==> config.mk <==
export PLATFORM = sky130hd
export DESIGN_NAME = periodic_task_tick_scheduler_flat
export DESIGN_NICKNAME = d
export VERILOG_FILES = /design/src/sv/ptts_pkg.sv /design/src/sv/ptts_if.sv /design/src/sv/periodic_task_tick_scheduler.sv /design/src/sv/ptts_slot_table.sv /design/src/flat_wrapper.sv
export SDC_FILE = /design/constraint.sdc
export NUM_CORES = 1
export LEC_CHECK = 0
export ABC_CLOCK_PERIOD_IN_PS = 15400
export BUFFER_PORTS_ARGS = -buffer_cell sky130_fd_sc_hd__buf_2
export CORE_MARGIN = 10
export CORE_UTILIZATION = 48
export DETAILED_ROUTE_END_ITERATION = 8
export SETUP_SLACK_MARGIN = 0.3
export SYNTH_ARGS = -nofsm -noshare
export SYNTH_HDL_FRONTEND = slang
export SYNTH_HIERARCHICAL = 1
export SYNTH_SLANG_ARGS = --single-unit
==> constraint.sdc <==
create_clock -name clk_i -period 15.4 [get_ports clk_i]
set_clock_uncertainty 0.15 [all_clocks]
set_input_delay 3.08 -clock clk_i [delete_from_list [all_inputs] [get_ports clk_i]]
set_output_delay 3.08 -clock clk_i [all_outputs]
set_load 0.005 [all_outputs]
==> src/sv/ptts_pkg.sv <==
// Package for the periodic task tick scheduler.
// Holds the field widths, command codes and the slot entry type.
// Used by the channel interfaces, the slot table and the top level.
`default_nettype none

package ptts_pkg;

  // Field widths of the command and result transactions.
  localparam int unsigned ModeW   = 3;
  localparam int unsigned SlotW   = 3;
  localparam int unsigned TimeW   = 16;
  localparam int unsigned HandleW = 8;

  // Default number of task slots and the dispatch limit per tick.
  localparam int unsigned TasksDefault = 8;
  localparam int unsigned MaxResults   = 8;

  // Command codes carried in the mode field.
  typedef enum logic [ModeW-1:0] {
    MODE_TICK    = 3'd0,
    MODE_CREATE  = 3'd1,
    MODE_SUSPEND = 3'd2,
    MODE_RESUME  = 3'd3,
    MODE_DELETE  = 3'd4
  } mode_e;

  // Status codes of a result.
  localparam logic STATUS_OK        = 1'b0;
  localparam logic STATUS_NO_HANDLE = 1'b1;

  // One task slot as stored in the slot table.
  typedef struct packed {
    logic [HandleW-1:0] handle;
    logic [TimeW-1:0]   period;
    logic [TimeW-1:0]   countdown;
    logic               suspended;
  } slot_entry_t;

endpackage : ptts_pkg

`default_nettype wire

==> src/sv/ptts_if.sv <==
// Channel interfaces of the periodic task tick scheduler.
// Command channel and result channel, each a valid/ready handshake.
// Depends on ptts_pkg for the field widths.
`default_nettype none

interface ptts_cmd_if import ptts_pkg::*; ();
  logic               valid;
  logic               ready;
  logic [ModeW-1:0]   mode;
  logic [SlotW-1:0]   slot;
  logic [TimeW-1:0]   period;
  logic [TimeW-1:0]   first_delay;
  logic [HandleW-1:0] task_handle;

  modport source (
    output valid, mode, slot, period, first_delay, task_handle,
    input  ready
  );

  modport sink (
    input  valid, mode, slot, period, first_delay, task_handle,
    output ready
  );
endinterface : ptts_cmd_if

interface ptts_res_if import ptts_pkg::*; ();
  logic               valid;
  logic               ready;
  logic               status;
  logic               dispatch;
  logic [SlotW-1:0]   run_slot;
  logic [HandleW-1:0] run_handle;
  logic               last;

  modport source (
    output valid, status, dispatch, run_slot, run_handle, last,
    input  ready
  );

  modport sink (
    input  valid, status, dispatch, run_slot, run_handle, last,
    output ready
  );
endinterface : ptts_res_if

`default_nettype wire

==> src/sv/periodic_task_tick_scheduler.sv <==
// Top level of the periodic task tick scheduler.
// Command decoding, the tick walk sequencer and the result register.
// Depends on ptts_pkg, ptts_if and ptts_slot_table.
//
//   Channel  Direction  Port   Transaction
//   command  in         cmd_i  one tick, create, suspend, resume or delete
//   result   out        res_o  status or one dispatch; last marks the end
//
// A non-tick command reads its slot, then updates it and registers the result.
// A tick reads one slot per cycle through the single table read port, except
// while a dispatch waits because the result register is full.
// The block takes a new command only when the previous one has finished.
// Reset clears the slot valid bits, so every slot starts empty and resumed.
// A stalled result channel holds the walk; no result is dropped.
`default_nettype none

module periodic_task_tick_scheduler import ptts_pkg::*; #(
  parameter int unsigned TASKS = TasksDefault
) (
  input  wire logic clk_i,
  input  wire logic rst_ni,
  ptts_cmd_if.sink  cmd_i,
  ptts_res_if.source res_o
);

  localparam int unsigned IdxW = (TASKS > 1) ? $clog2(TASKS) : 1;
  localparam logic [IdxW-1:0] LastIdx = IdxW'(TASKS - 1);
  localparam int unsigned CntW = $clog2(MaxResults + 1);

  typedef enum logic [1:0] {
    S_IDLE,
    S_CMD,
    S_WALK,
    S_FLUSH
  } state_e;

  state_e state_q;

  // Latched command.
  logic [ModeW-1:0]   mode_q;
  logic [SlotW-1:0]   slot_q;
  logic [TimeW-1:0]   period_q;
  logic [TimeW-1:0]   delay_q;
  logic [HandleW-1:0] handle_q;

  // Tick walk state.
  logic [IdxW-1:0]    idx_q;
  logic [CntW-1:0]    disp_cnt_q;
  logic               pend_valid_q;
  logic [SlotW-1:0]   pend_slot_q;
  logic [HandleW-1:0] pend_handle_q;

  // Result register.
  logic               res_valid_q;
  logic               res_status_q;
  logic               res_dispatch_q;
  logic [SlotW-1:0]   res_slot_q;
  logic [HandleW-1:0] res_handle_q;
  logic               res_last_q;

  // Slot table ports.
  logic            rd_en;
  logic [IdxW-1:0] rd_addr;
  slot_entry_t     rd_data;
  logic            wr_en;
  logic [IdxW-1:0] wr_addr;
  slot_entry_t     wr_data;

  logic cmd_accept;
  logic res_free;
  logic cmd_slot_ok;
  logic in_slot_ok;

  assign cmd_i.ready = (state_q == S_IDLE);
  assign cmd_accept  = cmd_i.valid && cmd_i.ready;
  assign res_free    = !res_valid_q || res_o.ready;
  assign in_slot_ok  = (32'(cmd_i.slot) < TASKS);
  assign cmd_slot_ok = (32'(slot_q) < TASKS);

  // Per-slot decisions of the tick walk on the entry just read.
  logic walk_active;
  logic walk_zero;
  logic walk_disp;
  logic walk_dec;
  logic walk_stall;
  logic walk_go;

  assign walk_active = !rd_data.suspended;
  assign walk_zero   = (rd_data.countdown == '0);
  assign walk_disp   = walk_active && walk_zero && (rd_data.handle != '0)
                       && (disp_cnt_q < CntW'(MaxResults));
  assign walk_dec    = walk_active && !walk_zero;
  assign walk_stall  = walk_disp && pend_valid_q && !res_free;
  assign walk_go     = (state_q == S_WALK) && !walk_stall;

  // Update of one slot by a non-tick command.
  slot_entry_t cmd_entry;
  logic        cmd_write;
  logic        cmd_status;

  always_comb begin
    cmd_entry  = rd_data;
    cmd_write  = 1'b0;
    cmd_status = STATUS_OK;
    case (mode_q)
      MODE_CREATE: begin
        if (handle_q == '0) begin
          cmd_status = STATUS_NO_HANDLE;
        end else if (cmd_slot_ok && (rd_data.handle == '0)) begin
          cmd_write           = 1'b1;
          cmd_entry.handle    = handle_q;
          cmd_entry.period    = period_q;
          cmd_entry.countdown = delay_q;
          cmd_entry.suspended = 1'b0;
        end
      end
      MODE_SUSPEND: begin
        cmd_write           = cmd_slot_ok;
        cmd_entry.suspended = 1'b1;
      end
      MODE_RESUME: begin
        cmd_write           = cmd_slot_ok;
        cmd_entry.suspended = 1'b0;
      end
      MODE_DELETE: begin
        cmd_write        = cmd_slot_ok;
        cmd_entry.handle = '0;
      end
      default: begin
        cmd_write = 1'b0;
      end
    endcase
  end

  // Table port selection.
  always_comb begin
    rd_en   = 1'b0;
    rd_addr = '0;
    wr_en   = 1'b0;
    wr_addr = idx_q;
    wr_data = rd_data;
    case (state_q)
      S_IDLE: begin
        if (cmd_accept) begin
          if (cmd_i.mode == MODE_TICK) begin
            rd_en   = 1'b1;
            rd_addr = '0;
          end else begin
            rd_en   = in_slot_ok;
            rd_addr = IdxW'(cmd_i.slot);
          end
        end
      end
      S_CMD: begin
        wr_en   = res_free && cmd_write;
        wr_addr = IdxW'(slot_q);
        wr_data = cmd_entry;
      end
      S_WALK: begin
        rd_en   = walk_go && (idx_q != LastIdx);
        rd_addr = idx_q + IdxW'(1);
        wr_en   = walk_go && (walk_disp || walk_dec);
        wr_addr = idx_q;
        if (walk_disp) begin
          wr_data.countdown = rd_data.period - TimeW'(1);
        end else begin
          wr_data.countdown = rd_data.countdown - TimeW'(1);
        end
      end
      default: begin
        rd_en = 1'b0;
      end
    endcase
  end

  ptts_slot_table #(
    .TASKS (TASKS)
  ) u_table (
    .clk_i     (clk_i),
    .rst_ni    (rst_ni),
    .rd_en_i   (rd_en),
    .rd_addr_i (rd_addr),
    .rd_data_o (rd_data),
    .wr_en_i   (wr_en),
    .wr_addr_i (wr_addr),
    .wr_data_i (wr_data)
  );

  // Sequencer with the result register.
  always_ff @(posedge clk_i or negedge rst_ni) begin
    if (!rst_ni) begin
      state_q        <= S_IDLE;
      mode_q         <= '0;
      slot_q         <= '0;
      period_q       <= '0;
      delay_q        <= '0;
      handle_q       <= '0;
      idx_q          <= '0;
      disp_cnt_q     <= '0;
      pend_valid_q   <= 1'b0;
      pend_slot_q    <= '0;
      pend_handle_q  <= '0;
      res_valid_q    <= 1'b0;
      res_status_q   <= 1'b0;
      res_dispatch_q <= 1'b0;
      res_slot_q     <= '0;
      res_handle_q   <= '0;
      res_last_q     <= 1'b0;
    end else begin
      if (res_valid_q && res_o.ready) begin
        res_valid_q <= 1'b0;
      end
      case (state_q)
        S_IDLE: begin
          if (cmd_accept) begin
            mode_q       <= cmd_i.mode;
            slot_q       <= cmd_i.slot;
            period_q     <= cmd_i.period;
            delay_q      <= cmd_i.first_delay;
            handle_q     <= cmd_i.task_handle;
            idx_q        <= '0;
            disp_cnt_q   <= '0;
            pend_valid_q <= 1'b0;
            if (cmd_i.mode == MODE_TICK) begin
              state_q <= S_WALK;
            end else begin
              state_q <= S_CMD;
            end
          end
        end
        S_CMD: begin
          if (res_free) begin
            res_valid_q    <= 1'b1;
            res_status_q   <= cmd_status;
            res_dispatch_q <= 1'b0;
            res_slot_q     <= '0;
            res_handle_q   <= '0;
            res_last_q     <= 1'b1;
            state_q        <= S_IDLE;
          end
        end
        S_WALK: begin
          if (walk_go) begin
            if (walk_disp) begin
              // The held dispatch is known not to be the last one.
              if (pend_valid_q) begin
                res_valid_q    <= 1'b1;
                res_status_q   <= STATUS_OK;
                res_dispatch_q <= 1'b1;
                res_slot_q     <= pend_slot_q;
                res_handle_q   <= pend_handle_q;
                res_last_q     <= 1'b0;
              end
              pend_valid_q  <= 1'b1;
              pend_slot_q   <= SlotW'(idx_q);
              pend_handle_q <= rd_data.handle;
              disp_cnt_q    <= disp_cnt_q + CntW'(1);
            end
            if (idx_q == LastIdx) begin
              state_q <= S_FLUSH;
            end else begin
              idx_q <= idx_q + IdxW'(1);
            end
          end
        end
        S_FLUSH: begin
          // Final dispatch of the tick, or the empty result.
          if (res_free) begin
            res_valid_q    <= 1'b1;
            res_status_q   <= STATUS_OK;
            res_dispatch_q <= pend_valid_q;
            res_slot_q     <= pend_valid_q ? pend_slot_q : '0;
            res_handle_q   <= pend_valid_q ? pend_handle_q : '0;
            res_last_q     <= 1'b1;
            pend_valid_q   <= 1'b0;
            state_q        <= S_IDLE;
          end
        end
        default: begin
          state_q <= S_IDLE;
        end
      endcase
    end
  end

  assign res_o.valid      = res_valid_q;
  assign res_o.status     = res_status_q;
  assign res_o.dispatch   = res_dispatch_q;
  assign res_o.run_slot   = res_slot_q;
  assign res_o.run_handle = res_handle_q;
  assign res_o.last       = res_last_q;

  // A dispatch always names a task that exists.
  assert property (@(posedge clk_i) disable iff (!rst_ni)
    (res_o.valid && res_o.dispatch) |-> (res_o.run_handle != '0))
    else $error("dispatch result carries an empty handle");

  // An error status only ends a single-result command.
  assert property (@(posedge clk_i) disable iff (!rst_ni)
    (res_o.valid && res_o.status) |-> (!res_o.dispatch && res_o.last))
    else $error("error status on a dispatch or non-final result");

  // A tick never dispatches more than the result limit.
  assert property (@(posedge clk_i) disable iff (!rst_ni)
    disp_cnt_q <= CntW'(MaxResults))
    else $error("dispatch count beyond the limit");

  // An accepted command always starts work before the next one.
  assert property (@(posedge clk_i) disable iff (!rst_ni)
    cmd_accept |=> (state_q != S_IDLE))
    else $error("command accepted without starting work");

endmodule : periodic_task_tick_scheduler

`default_nettype wire

==> src/sv/ptts_slot_table.sv <==
// Slot table of the periodic task tick scheduler.
// One memory of slot entries with one write and one registered read port,
// plus a valid bit per slot so that a slot never written reads as zero.
// Depends on ptts_pkg for the entry type.
`default_nettype none

module ptts_slot_table import ptts_pkg::*; #(
  parameter int unsigned TASKS = TasksDefault,
  localparam int unsigned IdxW = (TASKS > 1) ? $clog2(TASKS) : 1
) (
  input  wire logic              clk_i,
  input  wire logic              rst_ni,
  input  wire logic              rd_en_i,
  input  wire logic [IdxW-1:0]   rd_addr_i,
  output slot_entry_t            rd_data_o,
  input  wire logic              wr_en_i,
  input  wire logic [IdxW-1:0]   wr_addr_i,
  input  wire slot_entry_t       wr_data_i
);

  slot_entry_t      mem_q [TASKS];
  logic [TASKS-1:0] written_q;
  slot_entry_t      rd_data_q;
  logic             rd_written_q;

  // Entry storage: one write per cycle, no reset.
  always_ff @(posedge clk_i) begin
    if (wr_en_i) begin
      mem_q[wr_addr_i] <= wr_data_i;
    end
  end

  // Registered read port.
  always_ff @(posedge clk_i) begin
    if (rd_en_i) begin
      rd_data_q <= mem_q[rd_addr_i];
    end
  end

  // Valid bits: a slot reads as its reset value until first written.
  always_ff @(posedge clk_i or negedge rst_ni) begin
    if (!rst_ni) begin
      written_q    <= '0;
      rd_written_q <= 1'b0;
    end else begin
      if (wr_en_i) begin
        written_q[wr_addr_i] <= 1'b1;
      end
      if (rd_en_i) begin
        rd_written_q <= written_q[rd_addr_i];
      end
    end
  end

  assign rd_data_o = rd_written_q ? rd_data_q : '0;

endmodule : ptts_slot_table

`default_nettype wire
==> src/flat_wrapper.sv <==
// flat-port wrapper written by rule: the top's interface ports become plain ports
module periodic_task_tick_scheduler_flat import ptts_pkg::*;
#(
  parameter int unsigned TASKS = TasksDefault
)
  (clk_i, rst_ni, cmd_i_valid, cmd_i_mode, cmd_i_slot, cmd_i_period, cmd_i_first_delay, cmd_i_task_handle, cmd_i_ready, res_o_valid, res_o_status, res_o_dispatch, res_o_run_slot, res_o_run_handle, res_o_last, res_o_ready);
  ptts_cmd_if cmd_i_i ();
  ptts_res_if res_o_i ();
  input  wire logic clk_i;
  input  wire logic rst_ni;
  input wire logic [$bits(cmd_i_i.valid)-1:0] cmd_i_valid;
  input wire logic [$bits(cmd_i_i.mode)-1:0] cmd_i_mode;
  input wire logic [$bits(cmd_i_i.slot)-1:0] cmd_i_slot;
  input wire logic [$bits(cmd_i_i.period)-1:0] cmd_i_period;
  input wire logic [$bits(cmd_i_i.first_delay)-1:0] cmd_i_first_delay;
  input wire logic [$bits(cmd_i_i.task_handle)-1:0] cmd_i_task_handle;
  output wire logic [$bits(cmd_i_i.ready)-1:0] cmd_i_ready;
  output wire logic [$bits(res_o_i.valid)-1:0] res_o_valid;
  output wire logic [$bits(res_o_i.status)-1:0] res_o_status;
  output wire logic [$bits(res_o_i.dispatch)-1:0] res_o_dispatch;
  output wire logic [$bits(res_o_i.run_slot)-1:0] res_o_run_slot;
  output wire logic [$bits(res_o_i.run_handle)-1:0] res_o_run_handle;
  output wire logic [$bits(res_o_i.last)-1:0] res_o_last;
  input wire logic [$bits(res_o_i.ready)-1:0] res_o_ready;
  assign cmd_i_i.valid = cmd_i_valid;
  assign cmd_i_i.mode = cmd_i_mode;
  assign cmd_i_i.slot = cmd_i_slot;
  assign cmd_i_i.period = cmd_i_period;
  assign cmd_i_i.first_delay = cmd_i_first_delay;
  assign cmd_i_i.task_handle = cmd_i_task_handle;
  assign cmd_i_ready = cmd_i_i.ready;
  assign res_o_valid = res_o_i.valid;
  assign res_o_status = res_o_i.status;
  assign res_o_dispatch = res_o_i.dispatch;
  assign res_o_run_slot = res_o_i.run_slot;
  assign res_o_run_handle = res_o_i.run_handle;
  assign res_o_last = res_o_i.last;
  assign res_o_i.ready = res_o_ready;
  periodic_task_tick_scheduler #(.TASKS(TASKS)) u_core (.clk_i(clk_i), .rst_ni(rst_ni), .cmd_i(cmd_i_i), .res_o(res_o_i));
endmodule
==> summary.md, run 1 <==
The run finished with clean final reports. The global routing usage summed across all routing layers came out at 0.1870. Leaving out fill and tap cells, the most frequent cell in the layout is sky130_fd_sc_hd__edfxtp_1. The number of setup violations in the final report was 0; the worst slew margin relative to its limit was 0.3404. Input and output buffers added on the ports amount to 65. The detailed router used layers up to and including met4.

The switching part of the total power is 0.3194, and the total half-perimeter wirelength after legalization and detailed placement is 24810 um. The cell count after synthesis came out at 1141. The length of the first detailed-routing pass in iterations was 5; the H-tree depth was 2.

The share of async-settable or async-resettable flops after synthesis is 0.1978, and the horizontal die dimension is 219.3 um. For this design the ratio of total power to cell area is 208.0 nW/um2. After global routing the overflow that remains totals 0.

The first routing iteration left 910 violations. The cell sitting at the root of the clock tree is a sky130_fd_sc_hd__clkbuf_16. For the detailed-routed wire length on met2, the log shows 21140 um. The number of hold-repair buffers added at the cts stage is 0, and the via density per instance is 5.783. The synthesized area was 19060 um2; the vertical extent of the die was 219.3 um.

Max-cap violations in this run came to 0. The run gives 0 ns as the summed negative setup slack over all endpoints. The number of setup buffers added after CTS is 0. Yosys mapped a number of flops with a built-in enable equal to 369. The startpoint identified for the worst hold timing path is u_core/u_table/written_q[7]. The finished layout holds 1777 standard cells, fillers aside.

The cell depth of the worst min-delay path came out at 1. Once placement completed, the tool counted placed cells totaling 1688. For the overall power after layout, the log shows 4.491 mW. At the worst endpoint, the required time is 15.58 ns. Counting every net in the synthesized netlist gives 1199. The net count of the finished layout is 1278.

The share of cells above drive strength 1 came out at 0.2891. 66 I/O pins were placed. Post-synthesis sequential element count: 460. The portion of total power attributed to sequential cells was 0.431. Clock-pin slew was measured on the worst setup and hold paths at 0.06 ns. The floorplan step defined a die boundary enclosing 48070 um2. The placer congestion estimate is 0.8315, and the starting utilization of the core area is 0.4897.

For this run, the number of Yosys warnings is 6. The tools report the overall via count from detail_route as 10280. The tools report the met3 layer wire length in the routed design as 3220 um. TritonCTS built the clock tree. Setup repair after global routing left no endpoint under its margin. The path depth of the worst reg2reg path is 13, and the routed wire length is 43920 um. The standard cell core area is 38920 um2.

Number of global-route vias before repair: 10790. Entering global routing, the biggest net connects 62 pins. Each instance of the synthesized netlist takes up on average 16.70 um2. Dividing the detail-routed wire length by the instance count gives 24.71 um. For this design the total switching power over the nets is 1.434 mW. The combinational group share of total power came out at 0.313. The fraction of the yosys area taken by sequential cells was 0.7009. The run gives 54 as the number of distinct standard cells referenced by the synthesized netlist. The deepest clock path buffer count came out at 3. The synthesis-to-finish area growth was 13.31%; the shortest period the worst path allows was 6.086 ns. The period utilization was 0.3952. The top cell types in the final layout, fill and taps aside, are sky130_fd_sc_hd__edfxtp_1, sky130_fd_sc_hd__nand2_1, sky130_fd_sc_hd__mux2_2. Gates resized during post-CTS repair numbered 0. The number of hold violations in the final report came out at 0. The initial antenna violation count is 0, and the wire length of the first global-routing pass is 67280 um. The internal portion of the total power is 3.057 mW.

The worst setup path category was primary input to register. The antenna diode count is 0, and the worst-case vdd ir drop is 102.6 uV. The number of clock buffers added by TritonCTS is 48. Final antenna-violating net count: 0.

Leakage power: 7.513 nW. Clock power share: 0.256. The worst hold path terminates at u_core/u_table/written_q[7]. The logs give 0 for the max-slew violation count and 460 for the number of clock sinks seen by CTS.

The path class of the tightest hold or removal check is register to register. The tools report the register-to-register path setup slack as 9.81 ns. For this run, design rule violations remaining after detail routing come to 0. The tools report the capturing element type of the critical path as a register. In this run the critical register-to-register path is captured at u_core/u_table/mem_q[6][13].

The later pin in the worst-skew pair is clocked with a latency of 0.59 ns. The worst setup path is launched from a primary input. The launching point of the worst reg2reg path is u_core/u_table/rd_written_q.

The worst-margin pin slew is 0.9894 ns, and the maximum fanout count along the critical path is 48. The critical path launch point is cmd_i_mode[2]. For this run, the leading register cell type out of synthesis is sky130_fd_sc_hd__edfxtp_1.

For this run, the top clock speed supported by timing is 0.1643 GHz. In this run the core area contains 72 standard-cell rows. For the worst setup path, the data arrival time is 6.26 ns.

The routed length on met1 is 18720 um.
-- flip-flops by register name, summed over array words and instances, names as in the netlist --
register,count
u_core/idx_q,3
u_core/u_table/written_q,8
u_core/res_o.run_handle,8
u_core/u_table/rd_written_q,1
u_core/pend_valid_q,1
u_core/res_o.status,1
u_core/res_o.run_slot,3
u_core/res_o.valid,1
u_core/pend_slot_q,3
u_core/delay_q,16
u_core/state_q,2
u_core/period_q,16
u_core/pend_handle_q,8
u_core/res_o.dispatch,1
u_core/res_o.last,1
u_core/u_table/mem_q,328
u_core/disp_cnt_q,4
u_core/mode_q,3
u_core/slot_q,3
u_core/u_table/rd_data_q,41
u_core/handle_q,8
-- metrics by stage --
step | cell area, um2 | worst slack, ns | hold slack [ns] | util
6_report | 21600 | 9.314 | 0.3142 | 0.5549
5_1_grt | 21600 | 9.024 | 0.3395 | 0.5549
4_1_cts | 21600 | 9.250 | 0.3176 | 0.5549
3_5_place_dp | 20030 | 8.626 | 0.3015 | 0.5146
3_3_place_gp | 20030 | 8.680 | 0.3027 | 0.5146
2_1_floorplan | 19060 | 8.168 | 0.2829 | -
-- layout make-up --
cell class	count	area, um2
clock buffers	60	1308
well taps	518	648.1
clock inverters	29	261.5
fillers	3072	17320
flip-flops and latches	460	13360
inverters	10	37.54
repair buffers	86	485.5
multi-input cells	614	5497
-- synth_stat cells, drive strengths merged, types with 5 or more instances --
library cell	count	area share
a211oi	5	0.0020
a21oi	36	0.0095
a22o	6	0.0028
a22oi	10	0.0039
and2	46	0.015
buf	21	0.0077
clkbuf	36	0.0071
dfrtp	91	0.12
edfxtp	369	0.58
ha	8	0.0053
inv	9	0.0018
mux2	97	0.057
mux2i	10	0.0053
mux4	83	0.098
nand2	111	0.022
nand2b	6	0.0020
nand3	12	0.0032
nor2	44	0.0087
nor3	15	0.0039
nor4	7	0.0023
o21ai	44	0.012
or2	12	0.0039
or3	9	0.0032
or4	7	0.0032
xor2	6	0.0028
-- power groups by stage --
stage          sequential [mW]  clock (mW)  combinational [mW]
3_5_place_dp              1.96           0                1.41
3_3_place_gp              1.96           0                1.38
5_1_grt                   1.96        1.23                1.54
2_1_floorplan             1.91           0                1.04
4_1_cts                   1.94        1.18                1.42
6_report                  1.94        1.15                1.41
-- layer usage --
layer | vias to the layer above | global-route usage
met3 | 56 | 0.03563
met1 | 5309 | 0.2551
li1 | 4590 | -
met4 | 0 | 0.05585
met2 | 322 | 0.3007
met5 | - | 0
-- worst max-delay path by stage --
stage | endpoint | slack (ns) | cells past startpoint
2_1_floorplan | u_core/u_table/mem_q[0][0] | 8.17 | 8
3_3_place_gp | u_core/u_table/rd_data_q[40] | 8.68 | 8
3_5_place_dp | u_core/u_table/rd_data_q[24] | 8.63 | 8
4_1_cts | u_core/u_table/rd_data_q[28] | 9.25 | 8
5_1_grt | u_core/u_table/rd_data_q[16] | 9.02 | 8
6_report | u_core/u_table/rd_data_q[28] | 9.31 | 8
-- logic make-up after synthesis --
family                   Yosys count  share of synthesized area
XOR/XNOR                           9                   0.004136
buffers and inverters             67                    0.01681
AND/OR/NAND/NOR                  286                    0.07438
flip-flops                       460                     0.7009
adder cells (fa/ha/maj)            8                   0.005252
AO/OA/AOI/OAI                    121                    0.03788
multiplexers                     190                     0.1606
-- worst max-delay path, stage by stage --
cell	delay (ns)
sky130_fd_sc_hd__buf_2	0.10
sky130_fd_sc_hd__nor3_1	0.06
sky130_fd_sc_hd__or2_2	0.38
sky130_fd_sc_hd__o22ai_4	0.13
sky130_fd_sc_hd__buf_4	0.70
sky130_fd_sc_hd__buf_4	0.88
sky130_fd_sc_hd__mux4_2	0.61
sky130_fd_sc_hd__mux2_2	0.27
(Power assumes the default switching activity.)
==> run 2, diff against run 1 <==
Settings changed: ABC_AREA set to 1, ABC_CLOCK_PERIOD_IN_PS 15400 to 6120.
Clock period 15.4 ns to 6.12 ns, I/O delays scaled along.
==> run 2 against run 1 <==
Via count rose by 33%. Die area rose by 3.9%. Power rose to 2.7 times the previous value. Clock power rose to 2.6 times the previous value. Critical endpoint is now u_core/u_table/mem_q[1][12]. Largest cell class unchanged.
==> summary.md, run 2 <==
The most used flip-flop cell after synthesis is sky130_fd_sc_hd__edfxtp_1. Clock tree synthesis selected as its root buffer the cell sky130_fd_sc_hd__clkbuf_16. The largest net degree at the start of global routing was 102; the share of async-settable or async-resettable flops after synthesis was 0.1978. The shortest period the worst path allows came out at 4.970 ns. For the worst setup path, the data required time is 6.22 ns. The type of element launching the critical path was a register. Setup repair after global routing left no endpoint under its margin. The path class of the lowest-slack min-delay path is register to register. After detailed routing, the number of vias per cell comes to 5.439. The cell type of the slowest stage on the worst timing path is sky130_fd_sc_hd__dfrtp_1. The completed layout was analyzed and its total power is 11.96 mW. The number of hold violations in the final report was 0; the deepest clock path buffer count was 3. The library cell used most frequently in the layout, excluding fill and tap cells, is sky130_fd_sc_hd__nand2_1. The final antenna-violating net count was 0; the synthesis-to-finish area growth was 12.48%.

The library cell with the highest instance count after synthesis was sky130_fd_sc_hd__nand2_1. Counting stages on the worst path, the most repeated cell is sky130_fd_sc_hd__nand2_1. Across the VDD grid, the largest voltage drop is 223.7 uV. The number of global-route vias before repair was 13420; the number of design rule violations left after detail routing was 0. The utilization of the core after routing is 0.5463. The portion of synthesized cell area occupied by the leading cell type was 0.5575. Counting the fill cells in the layout gives 3566. The number of clock buffers added by TritonCTS is 48. For the number of maximum-capacitance violations, the log shows 0. The largest registers in the layout are u_core/u_table/mem_q (328), u_core/u_table/rd_data_q (41).

The register name with the most flops was u_core/u_table/mem_q. The number of flip-flops under the largest register name is 328. Count of buffers inserted at the top-level ports: 65. The number of hold-repair buffers added at the cts stage came out at 0.

The leakage power is 9.066 nW, and the count of yosys warnings during synthesis is 6. The wire length per cell after detailed routing is 20.26 um. The run gives 0 as the number of setup violations in the final report. For this run the aggregate overflow at the end of global routing stands at 0. Each instance of the synthesized netlist takes up on average 10.46 um2. In the post-synthesis netlist, the biggest area contributors are sky130_fd_sc_hd__edfxtp_1, sky130_fd_sc_hd__dfrtp_1, sky130_fd_sc_hd__nand2_1. From left edge to right edge, the die measures 223.5 um. After legalization and detailed placement, the total HPWL measured 30900 um.

The biggest area contributor in the post-synthesis netlist is sky130_fd_sc_hd__edfxtp_1. The first detailed-routing pass ran for 5 iterations. Walking the worst path, the cells encountered are nand2_1 > inv_1 > inv_2 > nand2_1 > nor2_1 > nand2_1 > nor2_8 > nand2_2 > nor3_4 > or2_1 > inv_2 > o21ai_0 > a21oi_1 > nand2_1 > nor2_4 > buf_4. The fraction of the yosys area taken by sequential cells is 0.6721. For the pin with the worst max-slew slack, the measured transition is 1.120 ns. The top cell family by delay on the critical path is simple AND/OR/NAND/NOR gates. The period utilization is 0.8122.

The number of placed I/O pins was 66. For the worst-skew pair, the clock arrives at the later sink with an insertion delay of 0.59 ns. Adding up every negative setup slack in the final design gives 0 ns. The tree built by TritonCTS fans out to 460 sinks. At the end of routability-driven placement, the weighted congestion stood at 0.8647.

In the layout the commonest cells are sky130_fd_sc_hd__nand2_1, sky130_fd_sc_hd__edfxtp_1, sky130_fd_sc_hd__nor2_1. The die covers 49950 um2. The worst slew margin relative to its limit was 0.2534.

TritonCTS built the clock tree. Gates resized during post-CTS repair numbered 0. Before CTS, the worst setup slack after placement is 1.260 ns. In this run the power density over the cells is 535.2 nW/um2. The run gives 1900 as the number of cells produced by synthesis.

STA classifies the critical path endpoint as a register. The run gives 19880 um2 as the synthesized area. The run gives 0.2027 as the global routing usage summed across all routing layers.

In this run, synthesis produced a sequential element count of 460. Synthesis produced a netlist with a net count of 1958. In this run, synthesis inferred 369 flip-flops with an integrated enable. In this run, distinct cell masters in the synthesized netlist total 47. The logs give 13360 um2 for the flip-flop and latch area and 74 for the standard-cell row count.

The vertical extent of the die was 223.5 um; the fmax was 0.2012 GHz. For this block, the via count after detailed routing is 13720. The standard cell core area came out at 40920 um2. After clock tree synthesis, the clock-pin slew on the worst setup and hold paths is 0.06 ns. The setup path with the least slack is of type register to register. Buffers added to address setup during post-CTS repair amount to 0. After synthesis, the most frequently instantiated cells are sky130_fd_sc_hd__nand2_1, sky130_fd_sc_hd__edfxtp_1, sky130_fd_sc_hd__nor2_1, sky130_fd_sc_hd__o21ai_0, sky130_fd_sc_hd__inv_1.

The max-slew violation count was 0; the worst path buffer plus inverter count was 4. In the final design database the tool counted 2008 nets. The endpoint arrival time on the critical path came out at 5.07 ns.

The first global-routing pass estimated 78780 um of wire. The H-tree depth was 2; the multi-input logic area was 5623 um2. The largest single stage delay on the critical path is 1.07 ns. The maximum fanout count along the critical path is 26, and the share of cells above drive strength 1 is 0.1212. Starting utilization of the core area: 0.4857. The tools report the initial antenna violation count as 0.

The worst path meets setup with 1.150 ns of slack. The run finished with clean final reports. The routed wire length is 51100 um, and the number of violations reported at the end of detailed-routing iteration 0 is 1345.
## run 2: changes by cell type after synthesis, moves of 59 or more
cell                      delta
sky130_fd_sc_hd__mux2_2     -97
sky130_fd_sc_hd__nand2_1   +396
sky130_fd_sc_hd__mux4_2     -83
sky130_fd_sc_hd__nor2_1    +216
sky130_fd_sc_hd__inv_1     +101
sky130_fd_sc_hd__o21ai_1    +59
sky130_fd_sc_hd__o21ai_0   +155
## run 2: worst paths after layout
check	from	end	slack [ns]	cells past startpoint
max in group asynchronous	rst_ni	u_core/period_q[5]	4.19	2
min reg2reg	u_core/pend_handle_q[4]	u_core/res_o.run_handle[4]	0.31	2
min	u_core/pend_handle_q[4]	u_core/res_o.run_handle[4]	0.31	2
min in group asynchronous	rst_ni	u_core/res_o.run_handle[2]	0.63	1
max	u_core/u_table/rd_written_q	u_core/u_table/mem_q[1][12]	1.15	16
max reg2reg	u_core/u_table/rd_written_q	u_core/u_table/mem_q[1][12]	1.15	16
## run 2: area by class of cell
type                            instances  share of cell area
Sequential cell                       460              0.5975
Multi-Input combinational cell       1214              0.2515
Clock buffer                           65             0.06162
Tap cell                              532             0.02978
Timing Repair Buffer                   98             0.02720
Inverter                              128             0.02160
Clock inverter                         24             0.01063
Antenna cell                            1           0.0001119
## run 2: per-stage QoR
step | std cells | hold slack, ns | instance area (um2)
2_1_floorplan | 1900 | 0.2776 | 19880
3_3_place_gp | 2431 | 0.2921 | 20710
3_5_place_dp | 2431 | 0.3024 | 20710
4_1_cts | 2520 | 0.3170 | 22330
5_1_grt | 2521 | 0.3372 | 22350
6_report | 2522 | 0.3108 | 22360
## run 2: logic make-up (layout without fill, tap and decap cells)
| family | Yosys count | after routing | share of synthesized area |
|---|---|---|---|
| fa+ha+maj | 8 | 8 | 0.005036 |
| buf+inv | 226 | 315 | 0.05055 |
| mux | 1 | 1 | 0.0005036 |
| compound gates | 358 | 358 | 0.09802 |
| flops | 460 | 460 | 0.6721 |
| other cells | 0 | 1 | 0 |
| xor+xnor | 1 | 1 | 0.0004407 |
| simple gates | 846 | 846 | 0.1734 |
## run 2: metal layers
layer,track usage,vias to the layer above,share of wire,wire [um]
met2,0.3273,433,0.47,23840
met3,0.04354,74,0.071,3612
met4,0.07084,0,0.026,1315
met5,0,-,0,0
met1,0.2655,6696,0.44,22330
li1,-,6515,-,-
## run 2: power breakdown
group	total, mW	leakage, nW	internal [mW]	switching (mW)
clock network	2.95	0.792	1.75	1.20
logic	4.17	3.75	1.06	3.11
registers	4.84	4.53	4.57	0.268
## run 2: worst register-to-register path, delay by kind of cell (launching register included)
family / cells / cell delay, ns
and+or+nand+nor: 10 / 2.25
AOI/OAI and AO/OA: 2 / 0.39
buffers and inverters: 4 / 0.77
DFF: 1 / 1.07
